==> config.mk <==
export PLATFORM = sky130hd
export DESIGN_NAME = rle_sprite_row_blit_top
export DESIGN_NICKNAME = d
export VERILOG_FILES = /design/src/design/rsrb_pkg.sv /design/src/design/rsrb_remap_mem.sv /design/src/design/rsrb_out_reg.sv /design/src/design/rle_sprite_row_blit_top.sv
export SDC_FILE = /design/constraint.sdc
export NUM_CORES = 1
export LEC_CHECK = 0
export BUFFER_PORTS_ARGS = -buffer_cell sky130_fd_sc_hd__buf_2
export CELL_PAD_IN_SITES_DETAIL_PLACEMENT = 0
export CELL_PAD_IN_SITES_GLOBAL_PLACEMENT = 2
export CORE_MARGIN = 2
export CORE_UTILIZATION = 44
export CTS_CLUSTER_DIAMETER = 120
export DETAILED_ROUTE_END_ITERATION = 8
export PLACE_DENSITY = 0.85
export SYNTH_ARGS = -nofsm -noshare
export SYNTH_HDL_FRONTEND = slang
export SYNTH_SLANG_ARGS = --single-unit
==> constraint.sdc <==
create_clock -name clk_i -period 5.12 [get_ports clk_i]
set_clock_uncertainty 0.1 [all_clocks]
set_input_delay 1.024 -clock clk_i [delete_from_list [all_inputs] [get_ports clk_i]]
set_output_delay 1.024 -clock clk_i [all_outputs]
set_load 0.03 [all_outputs]
==> src/design/rsrb_pkg.sv <==
// Shared types, codes and defaults of the run-length sprite row blitter.
`default_nettype none
package rsrb_pkg;

  // Default parameter values
  localparam int unsigned RemapFirstDef = 236;
  localparam int unsigned RemapLastDef  = 254;
  localparam int unsigned MaxColumnsDef = 4096;

  // Field widths
  localparam int unsigned ColW    = 13;  // internal source column
  localparam int unsigned DestW   = 12;  // destination offset
  localparam int unsigned ColorW  = 8;
  localparam int unsigned CntW    = 7;   // unique colors owed
  localparam int unsigned RepW    = 6;   // repeat count

  // Input command codes
  localparam logic [1:0] CmdRowStart = 2'd0;
  localparam logic [1:0] CmdControl  = 2'd1;
  localparam logic [1:0] CmdColor    = 2'd2;
  localparam logic [1:0] CmdRemap    = 2'd3;

  // Configuration register indexes
  localparam logic [1:0] RegFirstCol  = 2'd0;
  localparam logic [1:0] RegEndCol    = 2'd1;
  localparam logic [1:0] RegMirror    = 2'd2;
  localparam logic [1:0] RegSkipColor = 2'd3;

  // One pixel operation headed for the output stream
  typedef struct packed {
    logic [DestW-1:0]  dest_column;
    logic              action;
    logic [ColorW-1:0] pixel_color;
    logic [ColorW-1:0] remap_slot;
    logic              last_of_run;
  } pix_op_t;

endpackage
`default_nettype wire

==> src/design/rsrb_remap_mem.sv <==
// Remap-enable memory: 256 x 1, one write port, registered read.
`default_nettype none
module rsrb_remap_mem (
  input  wire logic       clk_i,
  input  wire logic       rst_ni,
  input  wire logic       we_i,
  input  wire logic       re_i,
  input  wire logic [7:0] addr_i,
  input  wire logic       wdata_i,
  output logic            rdata_o
);

  logic mem_q   [256];
  logic valid_q [256];
  logic rdata_q;

  // Entries never written read as disabled
  always_ff @(posedge clk_i or negedge rst_ni) begin
    if (!rst_ni) begin
      for (int i = 0; i < 256; i++) begin
        valid_q[i] <= 1'b0;
      end
    end else if (we_i) begin
      valid_q[addr_i] <= 1'b1;
    end
  end

  always_ff @(posedge clk_i) begin
    if (we_i) begin
      mem_q[addr_i] <= wdata_i;
    end
    if (re_i) begin
      rdata_q <= valid_q[addr_i] & mem_q[addr_i];
    end
  end

  assign rdata_o = rdata_q;

endmodule
`default_nettype wire

==> src/design/rsrb_out_reg.sv <==
// Output register: holds one pixel operation until the stream takes it.
`default_nettype none
module rsrb_out_reg (
  input  wire logic             clk_i,
  input  wire logic             rst_ni,
  input  wire logic             push_i,
  input  wire rsrb_pkg::pix_op_t op_i,
  output logic                  free_o,
  output logic                  m_tvalid,
  input  wire logic             m_tready,
  output logic [31:0]           m_tdata,  // dest_column[11:0], pixel_color[19:12], remap_slot[27:20]
  output logic [0:0]            m_tuser,  // action[0]
  output logic                  m_tlast
);

  logic              valid_q;
  rsrb_pkg::pix_op_t op_q;

  assign free_o = !valid_q || m_tready;

  always_ff @(posedge clk_i or negedge rst_ni) begin
    if (!rst_ni) begin
      valid_q <= 1'b0;
    end else if (free_o) begin
      valid_q <= push_i;
    end
  end

  always_ff @(posedge clk_i) begin
    if (push_i && free_o) begin
      op_q <= op_i;
    end
  end

  assign m_tvalid = valid_q;
  assign m_tdata  = {4'd0, op_q.remap_slot, op_q.pixel_color, op_q.dest_column};
  assign m_tuser  = op_q.action;
  assign m_tlast  = op_q.last_of_run;

endmodule
`default_nettype wire

==> src/design/rle_sprite_row_blit_top.sv <==
// Top level of the run-length sprite row blitter with clipping and mirroring.
// A color byte's transfer sets the run state; its first pixel operation is then registered
// in the output register, which drives m_tdata. Row start, control and remap-flag items are
// taken one per cycle; a color byte holds off the input until its pixels are issued, and a
// repeat color steps one column per cycle through the single output register while the
// output stream does not stall. Reset clears control state, registers and remap flags at once.
`default_nettype none
module rle_sprite_row_blit_top #(
  parameter int unsigned REMAP_FIRST = rsrb_pkg::RemapFirstDef,
  parameter int unsigned REMAP_LAST  = rsrb_pkg::RemapLastDef,
  parameter int unsigned MAX_COLUMNS = rsrb_pkg::MaxColumnsDef
) (
  input  wire logic        clk_i,
  input  wire logic        rst_ni,
  // APB-style configuration port
  input  wire logic        psel,
  input  wire logic        penable,
  input  wire logic        pwrite,
  input  wire logic [3:0]  paddr,
  input  wire logic [31:0] pwdata,
  output logic [31:0]      prdata,
  output logic             pready,
  // Input stream
  input  wire logic        s_tvalid,
  output logic             s_tready,
  input  wire logic [15:0] s_tdata,  // command[1:0], data_byte[9:2], remap_flag[10]
  // Output stream
  output logic             m_tvalid,
  input  wire logic        m_tready,
  output logic [31:0]      m_tdata,  // dest_column[11:0], pixel_color[19:12], remap_slot[27:20]
  output logic [0:0]       m_tuser,  // action[0]
  output logic             m_tlast
);

  localparam int unsigned ColW = rsrb_pkg::ColW;

  localparam logic [16:0]     MaxCols    = 17'(MAX_COLUMNS);
  localparam logic [7:0]      RemapFirst = 8'(REMAP_FIRST);
  localparam logic [7:0]      RemapLast  = 8'(REMAP_LAST);
  localparam logic [ColW-1:0] ColSat     = {ColW{1'b1}};

  // Sequencer states
  localparam logic ST_IDLE = 1'b0;  // take the next item
  localparam logic ST_RUN  = 1'b1;  // flag read done, emit the color's pixels

  // What the next stream byte is expected to be
  localparam logic [1:0] EXP_CTRL   = 2'd0;
  localparam logic [1:0] EXP_UNIQUE = 2'd1;
  localparam logic [1:0] EXP_REPEAT = 2'd2;

  // ---------------------------------------------------------------------------
  // Configuration registers
  // ---------------------------------------------------------------------------
  logic [11:0]     first_col_q;
  logic [ColW-1:0] end_col_q;
  logic            mirror_q;
  logic [7:0]      skip_color_q;
  logic            cfg_wr;

  assign pready = 1'b1;
  assign cfg_wr = psel && penable && pwrite && pready;

  always_ff @(posedge clk_i or negedge rst_ni) begin
    if (!rst_ni) begin
      first_col_q  <= '0;
      end_col_q    <= '0;
      mirror_q     <= 1'b0;
      skip_color_q <= 8'hff;
    end else if (cfg_wr) begin
      unique case (paddr[3:2])
        rsrb_pkg::RegFirstCol:  first_col_q  <= pwdata[11:0];
        rsrb_pkg::RegEndCol:    end_col_q    <= pwdata[ColW-1:0];
        rsrb_pkg::RegMirror:    mirror_q     <= pwdata[0];
        rsrb_pkg::RegSkipColor: skip_color_q <= pwdata[7:0];
        default: ;
      endcase
    end
  end

  always_comb begin
    unique case (paddr[3:2])
      rsrb_pkg::RegFirstCol:  prdata = {20'd0, first_col_q};
      rsrb_pkg::RegEndCol:    prdata = {19'd0, end_col_q};
      rsrb_pkg::RegMirror:    prdata = {31'd0, mirror_q};
      rsrb_pkg::RegSkipColor: prdata = {24'd0, skip_color_q};
      default:                prdata = '0;
    endcase
  end

  // Clip end: end_col limited to the column capacity
  logic [ColW-1:0] win_end;
  assign win_end = ({4'd0, end_col_q} < MaxCols) ? end_col_q : MaxCols[ColW-1:0];

  // ---------------------------------------------------------------------------
  // Input transfer and remap-flag memory
  // ---------------------------------------------------------------------------
  logic       state_q;
  logic       in_xfer;
  logic [1:0] in_cmd;
  logic [7:0] in_byte;
  logic       in_flag;
  logic       remap_on;

  assign s_tready = (state_q == ST_IDLE);
  assign in_xfer  = s_tvalid && s_tready;
  assign in_cmd   = s_tdata[1:0];
  assign in_byte  = s_tdata[9:2];
  assign in_flag  = s_tdata[10];

  // Flag writes and the color lookup both happen at the input transfer, so a
  // lookup always sees every earlier write; no forwarding path is needed.
  rsrb_remap_mem u_remap_mem (
    .clk_i   (clk_i),
    .rst_ni  (rst_ni),
    .we_i    (in_xfer && (in_cmd == rsrb_pkg::CmdRemap)),
    .re_i    (in_xfer && (in_cmd == rsrb_pkg::CmdColor)),
    .addr_i  (in_byte),
    .wdata_i (in_flag),
    .rdata_o (remap_on)
  );

  // ---------------------------------------------------------------------------
  // Row sequencer
  // ---------------------------------------------------------------------------
  logic [ColW-1:0] col_q;
  logic [1:0]      expect_q;
  logic [6:0]      colors_left_q;
  logic [5:0]      rep_q;
  logic            row_done_q;
  logic [7:0]      color_q;

  logic [ColW-1:0] col_inc;
  logic [ColW:0]   skip_sum;
  logic [ColW-1:0] col_skip;
  logic            vis;
  logic            is_remap_color;
  logic            emit;
  logic            out_free;
  logic            step;
  logic            push;
  rsrb_pkg::pix_op_t op;

  assign col_inc  = (col_q == ColSat) ? col_q : col_q + 1'b1;
  assign skip_sum = {1'b0, col_q} + {8'd0, in_byte[5:0]};
  assign col_skip = (skip_sum > {1'b0, ColSat}) ? ColSat : skip_sum[ColW-1:0];

  assign vis            = (col_q >= {1'b0, first_col_q}) && (col_q < win_end);
  assign is_remap_color = (color_q >= RemapFirst);

  always_comb begin
    op = '0;
    if (expect_q == EXP_UNIQUE) begin
      // Transparent color drops; remap-range colors need their flag set
      emit      = vis && (color_q != skip_color_q) && (!is_remap_color || remap_on);
      op.action = is_remap_color;
      op.last_of_run = 1'b1;
    end else begin
      emit      = vis && (rep_q != '0);
      op.action = remap_on;
      // Visible columns are contiguous: mark the last of the run once the clip edge is next
      op.last_of_run = (rep_q == 6'd1) || ({1'b0, col_q} + 1'b1 >= {1'b0, win_end});
    end
    op.dest_column = mirror_q ? 12'(end_col_q - 1'b1 - col_q)
                              : 12'(col_q - {1'b0, first_col_q});
    op.pixel_color = op.action ? 8'd0 : color_q;
    op.remap_slot  = op.action ? RemapLast - color_q : 8'd0;
  end

  // Advance a column only when its pixel, if any, has a place to go
  assign step = (state_q == ST_RUN) && (!emit || out_free);
  assign push = (state_q == ST_RUN) && emit && out_free;

  always_ff @(posedge clk_i) begin
    if (in_xfer) begin
      color_q <= in_byte;
    end
  end

  always_ff @(posedge clk_i or negedge rst_ni) begin
    if (!rst_ni) begin
      state_q       <= ST_IDLE;
      col_q         <= '0;
      expect_q      <= EXP_CTRL;
      colors_left_q <= '0;
      rep_q         <= '0;
      row_done_q    <= 1'b1;
    end else if (in_xfer) begin
      unique case (in_cmd)
        rsrb_pkg::CmdRowStart: begin
          col_q         <= '0;
          expect_q      <= EXP_CTRL;
          colors_left_q <= '0;
          rep_q         <= '0;
          row_done_q    <= (win_end == '0);
        end
        rsrb_pkg::CmdControl: begin
          // Drop control bytes past the row end or while colors are owed
          if (!row_done_q && (expect_q == EXP_CTRL)) begin
            if (!in_byte[7]) begin
              if (in_byte != 8'd0) begin
                colors_left_q <= in_byte[6:0];
                expect_q      <= EXP_UNIQUE;
              end
            end else if (in_byte[6]) begin
              col_q      <= col_skip;
              row_done_q <= (col_skip >= win_end);
            end else begin
              rep_q    <= in_byte[5:0];
              expect_q <= EXP_REPEAT;
            end
          end
        end
        rsrb_pkg::CmdColor: begin
          if (expect_q != EXP_CTRL) begin
            state_q <= ST_RUN;
          end
        end
        rsrb_pkg::CmdRemap: ;
        default: ;
      endcase
    end else if (step) begin
      if (expect_q == EXP_UNIQUE) begin
        col_q         <= col_inc;
        row_done_q    <= (col_inc >= win_end);
        colors_left_q <= colors_left_q - 1'b1;
        if (colors_left_q == 7'd1) begin
          expect_q <= EXP_CTRL;
        end
        state_q <= ST_IDLE;
      end else if (rep_q == '0) begin
        // Run finished (or empty): settle the row end and wait for control
        row_done_q <= (col_q >= win_end);
        expect_q   <= EXP_CTRL;
        state_q    <= ST_IDLE;
      end else begin
        col_q <= col_inc;
        rep_q <= rep_q - 1'b1;
      end
    end
  end

  // ---------------------------------------------------------------------------
  // Output register
  // ---------------------------------------------------------------------------
  rsrb_out_reg u_out_reg (
    .clk_i    (clk_i),
    .rst_ni   (rst_ni),
    .push_i   (push),
    .op_i     (op),
    .free_o   (out_free),
    .m_tvalid (m_tvalid),
    .m_tready (m_tready),
    .m_tdata  (m_tdata),
    .m_tuser  (m_tuser),
    .m_tlast  (m_tlast)
  );

  // ---------------------------------------------------------------------------
  // Assertions
  // ---------------------------------------------------------------------------
  a_run_after_color : assert property (@(posedge clk_i) disable iff (!rst_ni)
    (in_xfer && (in_cmd == rsrb_pkg::CmdColor) && (expect_q != EXP_CTRL))
      |=> (state_q == ST_RUN))
    else $error("color byte owed by a run did not start the emit phase");

  a_run_has_kind : assert property (@(posedge clk_i) disable iff (!rst_ni)
    (state_q == ST_RUN) |-> (expect_q == EXP_UNIQUE || expect_q == EXP_REPEAT))
    else $error("emit phase without a unique or repeat run");

  a_push_visible : assert property (@(posedge clk_i) disable iff (!rst_ni)
    push |-> (col_q < win_end) && (col_q >= {1'b0, first_col_q}))
    else $error("pixel operation issued outside the clip window");

  a_repeat_drains : assert property (@(posedge clk_i) disable iff (!rst_ni)
    (step && (expect_q == EXP_REPEAT) && (rep_q != '0))
      |=> (rep_q == $past(rep_q) - 1'b1))
    else $error("repeat count did not advance with its column");

endmodule
`default_nettype wire

* Yosys cells after proc, flatten, opt, wreduce, memory -nomap -nowiden
Memories as Yosys holds them, arrays and structs flattened. Index checks and enable logic that the tools add are counted.
Storage, ports and cells: register bits 360, memory bits (writable) 256, input bits 59, output and inout bits 69, memories 1
Operators by class: add/subtract/negate cells 9, $lt $le $gt $ge 11, eq/ne operators 26, mux-type cells 61, bitwise operators 4, reductions and logical operators 44
Memory list:
- u_remap_mem.mem_q | depth 256, width 1, rd ports 1, clocked after Yosys merged registers in 0, wr ports 1, line rsrb_remap_mem.sv:13 | logic mem_q [256];
Operators with widths (number):
- $or A256 B256 Y256 | 1
- $mux W13 | 10
- $pmux W32 S4 | 1
- $mux W6 | 7
- $mux W7 | 6
- $ge A13 B13 Y1 | 3
- $pmux W13 S2 | 1
- $sub A12 B12 Y12 | 2
- $ne A3 B3 Y1 const B | 7
- $mux W1 | 20
- $mux W2 | 9
- $reduce_and A6 Y1 | 3
- $logic_and A1 B1 Y1 | 15
- $add A13 B1 Y14 const B | 1
- $add A13 B6 Y14 | 1
- $ge A14 B13 Y1 | 1
- $gt A14 B13 Y1 const B | 1
- $pmux W7 S2 | 1
- $reduce_and A7 Y1 | 2
- $add A13 B1 Y13 const B | 1
- $eq A13 B13 Y1 const B | 1
- $ge A13 B12 Y1 | 1
- $logic_not A13 Y1 | 1
- $lt A13 B13 Y1 | 1
- other kinds (37) | 58

* Longest topological paths before layout
word-level depth 12, gate-level depth with buffers 19, depth with buffers taken out 16

* By module
A second synthesis with hierarchy kept.
Second synthesis, totals: cells, all modules 2313, area, all modules 29299.4 um^2
By module, submodules not included:
- rsrb_remap_mem | instances 1, cells an instance 1407, area an instance 21065.2 um^2
- rle_sprite_row_blit_top | instances 1, cells an instance 867, area an instance 7245.7 um^2
- rsrb_out_reg | instances 1, cells an instance 39, area an instance 988.4 um^2

* Least setup slack after synthesis
OpenSTA, ideal clock, no wires.
path kind input to register, from input s_tdata[3], to register row_done_q, library setup time 0.082 ns, arrival 4.359 ns, slack 0.579 ns, stages on the path 19, path buffers 4, cell sequence buf_2 > buf_2 > buf_2 > buf_2 > inv_1 > fa_1 > nor2b_1 > o21a_1 > o21ai_0 > a211oi_1 > xnor2_1 > or2_2 > ha_1 > a21o_1 > a21oi_1 > o21ai_0 > a21oi_1 > nand4_1 > mux2_2
Between the ends: word-level cells in the longest chain between the ends 9
RTL lines:
- start: declaration | line rle_sprite_row_blit_top.sv:26 | input wire logic [15:0] s_tdata,
- $add A13 B6 Y14 (*) | line rle_sprite_row_blit_top.sv:144 | assign skip_sum = {1'b0, col_q} + {8'd0, in_byte[5:0]};
- $gt A14 B13 Y1 | line rle_sprite_row_blit_top.sv:145 | assign col_skip = (skip_sum > {1'b0, ColSat}) ? ColSat : skip_sum[ColW-1:0];
- $mux W13 (*) | line rle_sprite_row_blit_top.sv:145
- $ge A13 B13 Y1 (*) | line rle_sprite_row_blit_top.sv:206 | row_done_q <= (col_skip >= win_end);
- $mux W1 (*) | line rle_sprite_row_blit_top.sv:204 | end else if (in_byte[6]) begin
- $mux W1 (*) | line rle_sprite_row_blit_top.sv:199 | if (!in_byte[7]) begin
- $mux W1 (*) | line rle_sprite_row_blit_top.sv:198 | if (!row_done_q && (expect_q == EXP_CTRL)) begin
- $pmux W1 S2 (*) | line rle_sprite_row_blit_top.sv:188 | unique case (in_cmd)
- $mux W1 (*) | line rle_sprite_row_blit_top.sv:187 | end else if (in_xfer) begin
- end signal: assignment | line rle_sprite_row_blit_top.sv:194 | row_done_q <= (win_end == '0);
- end signal: assignment | line rle_sprite_row_blit_top.sv:206
- end signal: assignment | line rle_sprite_row_blit_top.sv:224 | row_done_q <= (col_inc >= win_end);
- end: declaration | line rle_sprite_row_blit_top.sv:129 | logic row_done_q;
Every way passes the cells marked *; elsewhere a longest branch is shown, timed or not. The select of a mux whose other input is x is not followed. A chain may end at the register's enable or synchronous reset.

* Worst setup path after layout
from register end_col_q[12], to register expect_q[0]
Between the ends: word-level cells in the longest chain between the ends 12
RTL lines:
- start: declaration | line rle_sprite_row_blit_top.sv:55 | logic [ColW-1:0] end_col_q;
- start signal: assignment | line rle_sprite_row_blit_top.sv:72 | rsrb_pkg::RegEndCol: end_col_q <= pwdata[ColW-1:0];
- $lt A13 B13 Y1 | line rle_sprite_row_blit_top.sv:92 | assign win_end = ({4'd0, end_col_q} < MaxCols) ? end_col_q : MaxCols[ColW-1:0];
- $mux W13 (*) | line rle_sprite_row_blit_top.sv:92
- $lt A13 B13 Y1 (*) | line rle_sprite_row_blit_top.sv:147 | assign vis = (col_q >= {1'b0, first_col_q}) && (col_q < win_end);
- $logic_and A1 B1 Y1 (*) | line rle_sprite_row_blit_top.sv:147
- $logic_and A1 B1 Y1 (2 in a row) | line rle_sprite_row_blit_top.sv:154 | emit = vis && (color_q != skip_color_q) && (!is_remap_color || remap_on);
- $mux W1 (*) | line rle_sprite_row_blit_top.sv:152 | if (expect_q == EXP_UNIQUE) begin
- $logic_not A1 Y1 (*) | line rle_sprite_row_blit_top.sv:170 | assign step = (state_q == ST_RUN) && (!emit || out_free);
- $logic_or A1 B1 Y1 (*) | line rle_sprite_row_blit_top.sv:170
- $logic_and A1 B1 Y1 (*) | line rle_sprite_row_blit_top.sv:170
- $reduce_bool A2 Y1 (no source line) (*)
- $reduce_and A7 Y1 (no source line) (*)
- end signal: assignment | line rle_sprite_row_blit_top.sv:183 | expect_q <= EXP_CTRL;
- end signal: assignment | line rle_sprite_row_blit_top.sv:191 | expect_q <= EXP_CTRL;
- end signal: assignment | line rle_sprite_row_blit_top.sv:202 | expect_q <= EXP_UNIQUE;
- end: declaration | line rle_sprite_row_blit_top.sv:126 | logic [1:0] expect_q;
Every way passes the cells marked *; elsewhere a longest branch is shown, timed or not.

==> key figures <==
Global routing
  • Vias in the first global route: between 15000 and 20000
  • Largest net degree at the start of global routing: about 150
  • Initial antenna violation count: 2
  • Global route total overflow: 0
  • Gr usage total: 23.1%
  • First-pass GRT wire length: approximately 120000 um

Critical path
  • CP Cell Sequence: inv_1 > nand2_1 > ha_1 > nand4_1 > or2_2 > a211o_1 > o2111a_1 > o211a_1 > nor4_1 > mux2_2
  • WP data arrival: between 4 and 5 ns
  • Max stage delay on crit path: about 0.57 ns
  • CP max stage cell: nor4_1
  • Crit end category: register
  • Max Fanout on Critical Path: 17
  • Worst setup SP type: register
  • Classification of the worst setup path: reg2reg
  • Worst endpoint required time: about 5.5 ns

Yosys
  • EDFF count, synth: about 300
  • Synthesis-stage register bit count: 616
  • Syn Std Cell Area: approximately 29000 um^2
  • Synth warn: 0
  • Yosys cell types: 69
  • Synth Flop Type: dfrtp_1
  • Ys async rst share: 52.1%
  • Seq/Total Area, Yosys: a little under 60%
  • Post-Syn Area per Cell: approximately 13 um^2
  • Post-Synthesis Cells: 2296

Clock tree
  • Post-CTS repair timing setup buffer count: 0
  • Clk buf depth: 3
  • Post-CTS sizing: 0
  • Post-CTS Hold Fix Bufs: 0
  • Clock buffer count from CTS: 68
  • CTS clk-pin slew, worst paths: 0.05 ns
  • Htree depth: 3
  • Clk_lat worst skew: between 0.6 and 0.7 ns
  • Clock sink count: 616
  • Root buffer cell: clkbuf_16
  • CTS tree: yes

STA
  • Setup TNS: 0 ns
  • Final max-slew violation count: 0
  • RSZ-0062 raised after global routing: false
  • Max_slew headroom: about 28%
  • Worst-margin pin slew: about 1.1 ns
  • Max Freq: ~250 MHz
  • Final number of setup-violating endpoints: 0
  • Fin crit share: about four fifths
  • Final hold vios: 0
  • Tmin final: between 3 and 4 ns

Power and ir drop
  • Static Leak: between 0.01 and 0.015 uW
  • Clock power frac: a little over a third
  • Int Pwr: 9360 uW
  • Switching portion of total power: a little under a third
  • NetSw: about 4000 uW
  • Sequential share of power: between 40% and 50%
  • IR drop worst, VDD: ~0.23 mV
  • PD cells: roughly 410 nW/um^2
  • Gate power share: between 20% and 30%

Die
  • Core Footprint: between 60000 and 70000 um^2
  • Width of the die: about 260 um
  • Initial core utilization: 44.5%
  • Row count: 94
  • Top Ports: 128
  • Die Y: about 260 um
  • Die ar.: between 60000 and 70000 um^2

Detailed routing
  • Wirelength, routed: between 70000 and 80000 um
  • DR WL/cell: ~24 um
  • Vias/cell: 5.76
  • Routed vias: approximately 19000
  • Routed length on met1: between 30000 and 40000 um
  • DR WL met2: between 30000 and 40000 um
  • Drt drc: 0
  • Drt first-iter violations: between 1500 and 2000
  • Met3 wire length: roughly 5500 um
  • Max layer used: met4
  • Routed Antenna Nets: 0
  • 1st-pass router iterations: 5

Cells and area
  • Layout cell share with drive strength beyond 1: about 28%
  • Final design utilization: ~50%
  • Area Overhead vs Synth: 12.3%
  • # nets final: between 2000 and 3000
  • Filler Cells Inserted: approximately 5700

Hold path
  • Hold WC Path Type: in2async

Run
  • Max Cap Violations: 0

Place
  • Placer Congestion: roughly 0.87
  • Buffers on Ports: 77
  • Post-DP HPWL: about 50000 um

Outcome
  • Status: finished, final reports clean
==> metal layers <==
layer / track usage, % / up-vias
li1: - / 8470
met1: 31.9 / 9787
met2: 37.1 / 688
met3: 4.12 / 125
met4: 8.08 / 0
met5: 0 / -
==> layout by cell type (no fill, tap or decap), types with 8 or more instances in the layout <==
master	Yosys	final
and2_1	12	12
and3_1	8	8
buf_2	32	73
o21a_1	16	16
a22o_1	14	14
clkbuf_1	65	23
mux2i_1	28	28
a22oi_1	12	12
nand3_1	26	26
xor2_1	15	15
nor3_1	35	33
a32oi_1	8	8
o22ai_1	13	13
clkbuf_16	0	71
nand4_1	12	12
clkinv_1	1	11
dfrtp_1	312	312
dfstp_2	9	9
clkinv_2	0	11
inv_1	56	56
buf_12	0	9
or2_2	268	268
a211oi_1	17	17
a21o_1	10	10
a221oi_1	12	12
mux2_2	30	30
a21oi_1	54	54
xnor2_1	26	26
nor2_1	318	316
o31ai_1	17	17
edfxtp_1	295	295
conb_1	2	24
nor4_1	10	10
o21ai_0	77	77
nand2_1	109	109
mux4_2	139	139
nor2b_1	22	20
ha_1	88	88
nand2b_1	25	25
buf_4	27	50
==> final cells by class <==
type / count / area, um^2 / share of cell area [%]
sequential: 616 / 16900 / 51.4
timing repair buffer: 136 / 973 / 2.96
tap: 864 / 1080 / 3.28
clock buffer: 96 / 1890 / 5.74
clock inverter: 30 / 248 / 0.753
multi-input combinational: 1509 / 11600 / 35.2
antenna: 1 / 2.50 / 0.00760
inverter: 57 / 214 / 0.650
==> worst max-delay path: cells and delay by family, from the launching register on <==
family	cells	cell delay [ns]
adder cells (fa/ha/maj)	1	0.40
flip-flops	1	0.42
multiplexers	1	0.40
AND/OR/NAND/NOR	4	1.34
AO/OA/AOI/OAI	3	0.70
buffers and inverters	1	0.50
==> state kept, by name, summed over array words and instances, names as in the netlist, 2 cells and up <==
name	cells
col_q	13
color_q	8
colors_left_q	7
end_col_q	13
expect_q	2
first_col_q	12
rep_q	6
skip_color_q	8
u_out_reg.m_tdata	28
u_remap_mem.mem_q	256
u_remap_mem.valid_q	256
==> power groups by stage <==
stage | logic (uW) | registers, uW | clock network, uW
floorplan | 2120 | 5790 | 0
global placement | 2890 | 5850 | 0
detailed placement | 2940 | 5860 | 0
CTS | 2960 | 5770 | 4790
global route | 3300 | 5800 | 5000
finish | 2960 | 5780 | 4720
==> synth_stat cells (all sizes together), types with 10 or more instances <==
cell type,number,share of area (%)
mux2i,28,0.96
nor2b,22,0.47
o21ai,77,1.3
nand3,26,0.44
o21a,16,0.41
ha,88,3.8
and2,12,0.26
xor2,15,0.45
a21o,10,0.26
nor3,35,0.60
edfxtp,295,30
a22oi,12,0.31
or2,268,5.7
buf,71,1.6
nor2,318,4.1
nand4,12,0.26
o22ai,13,0.28
inv,56,0.72
a211oi,17,0.44
nor4,10,0.21
nand2b,25,0.53
a21oi,54,0.92
a221oi,12,0.36
o31ai,17,0.44
xnor2,26,0.78
mux2,30,1.2
nand2,109,1.4
clkbuf,65,0.83
mux4,139,11
a22o,14,0.42
dfrtp,312,27
==> through the flow <==
step	setup slack [ns]	instances	area, um^2	total power (uW)	hold slack, ns
2_1_floorplan	0.579	2318	29400	7920	0.334
4_1_cts	1.15	3308	32900	13500	0.363
5_1_grt	0.875	3308	32900	14100	0.367
3_3_place_gp	0.567	3182	30800	8740	0.343
6_report	1.12	3309	32900	13500	0.337
3_5_place_dp	0.623	3182	30800	8800	0.349
==> cells by family (layout without fill, tap and decap cells) <==
family | Yosys count | in the layout | share of synthesized area [%]
AOI/OAI and AO/OA | 293 | 293 | 6.59
xor gates and xnor gates | 41 | 41 | 1.22
adders and majority gates | 91 | 91 | 3.96
buffers and inverters | 193 | 319 | 3.13
DFF | 616 | 616 | 57.7
muxes | 197 | 197 | 12.8
other | 2 | 25 | 0.0256
and+or+nand+nor | 863 | 863 | 14.6
==> worst paths after layout <==
check	end	startpoint	slack, ns	cells after the start
hold / removal	first_col_q[9]	rst_ni	0.34	1
setup reg to reg	expect_q[0]	end_col_q[12]	1.12	10
max in group asynchronous	u_remap_mem.valid_q[107]	rst_ni	3.46	2
setup / recovery	expect_q[0]	end_col_q[12]	1.12	10
min in group clk_i	u_remap_mem.valid_q[104]	u_remap_mem.valid_q[104]	0.36	1
hold reg to reg	u_remap_mem.valid_q[104]	u_remap_mem.valid_q[104]	0.36	1
(Power assumes the default switching activity.)
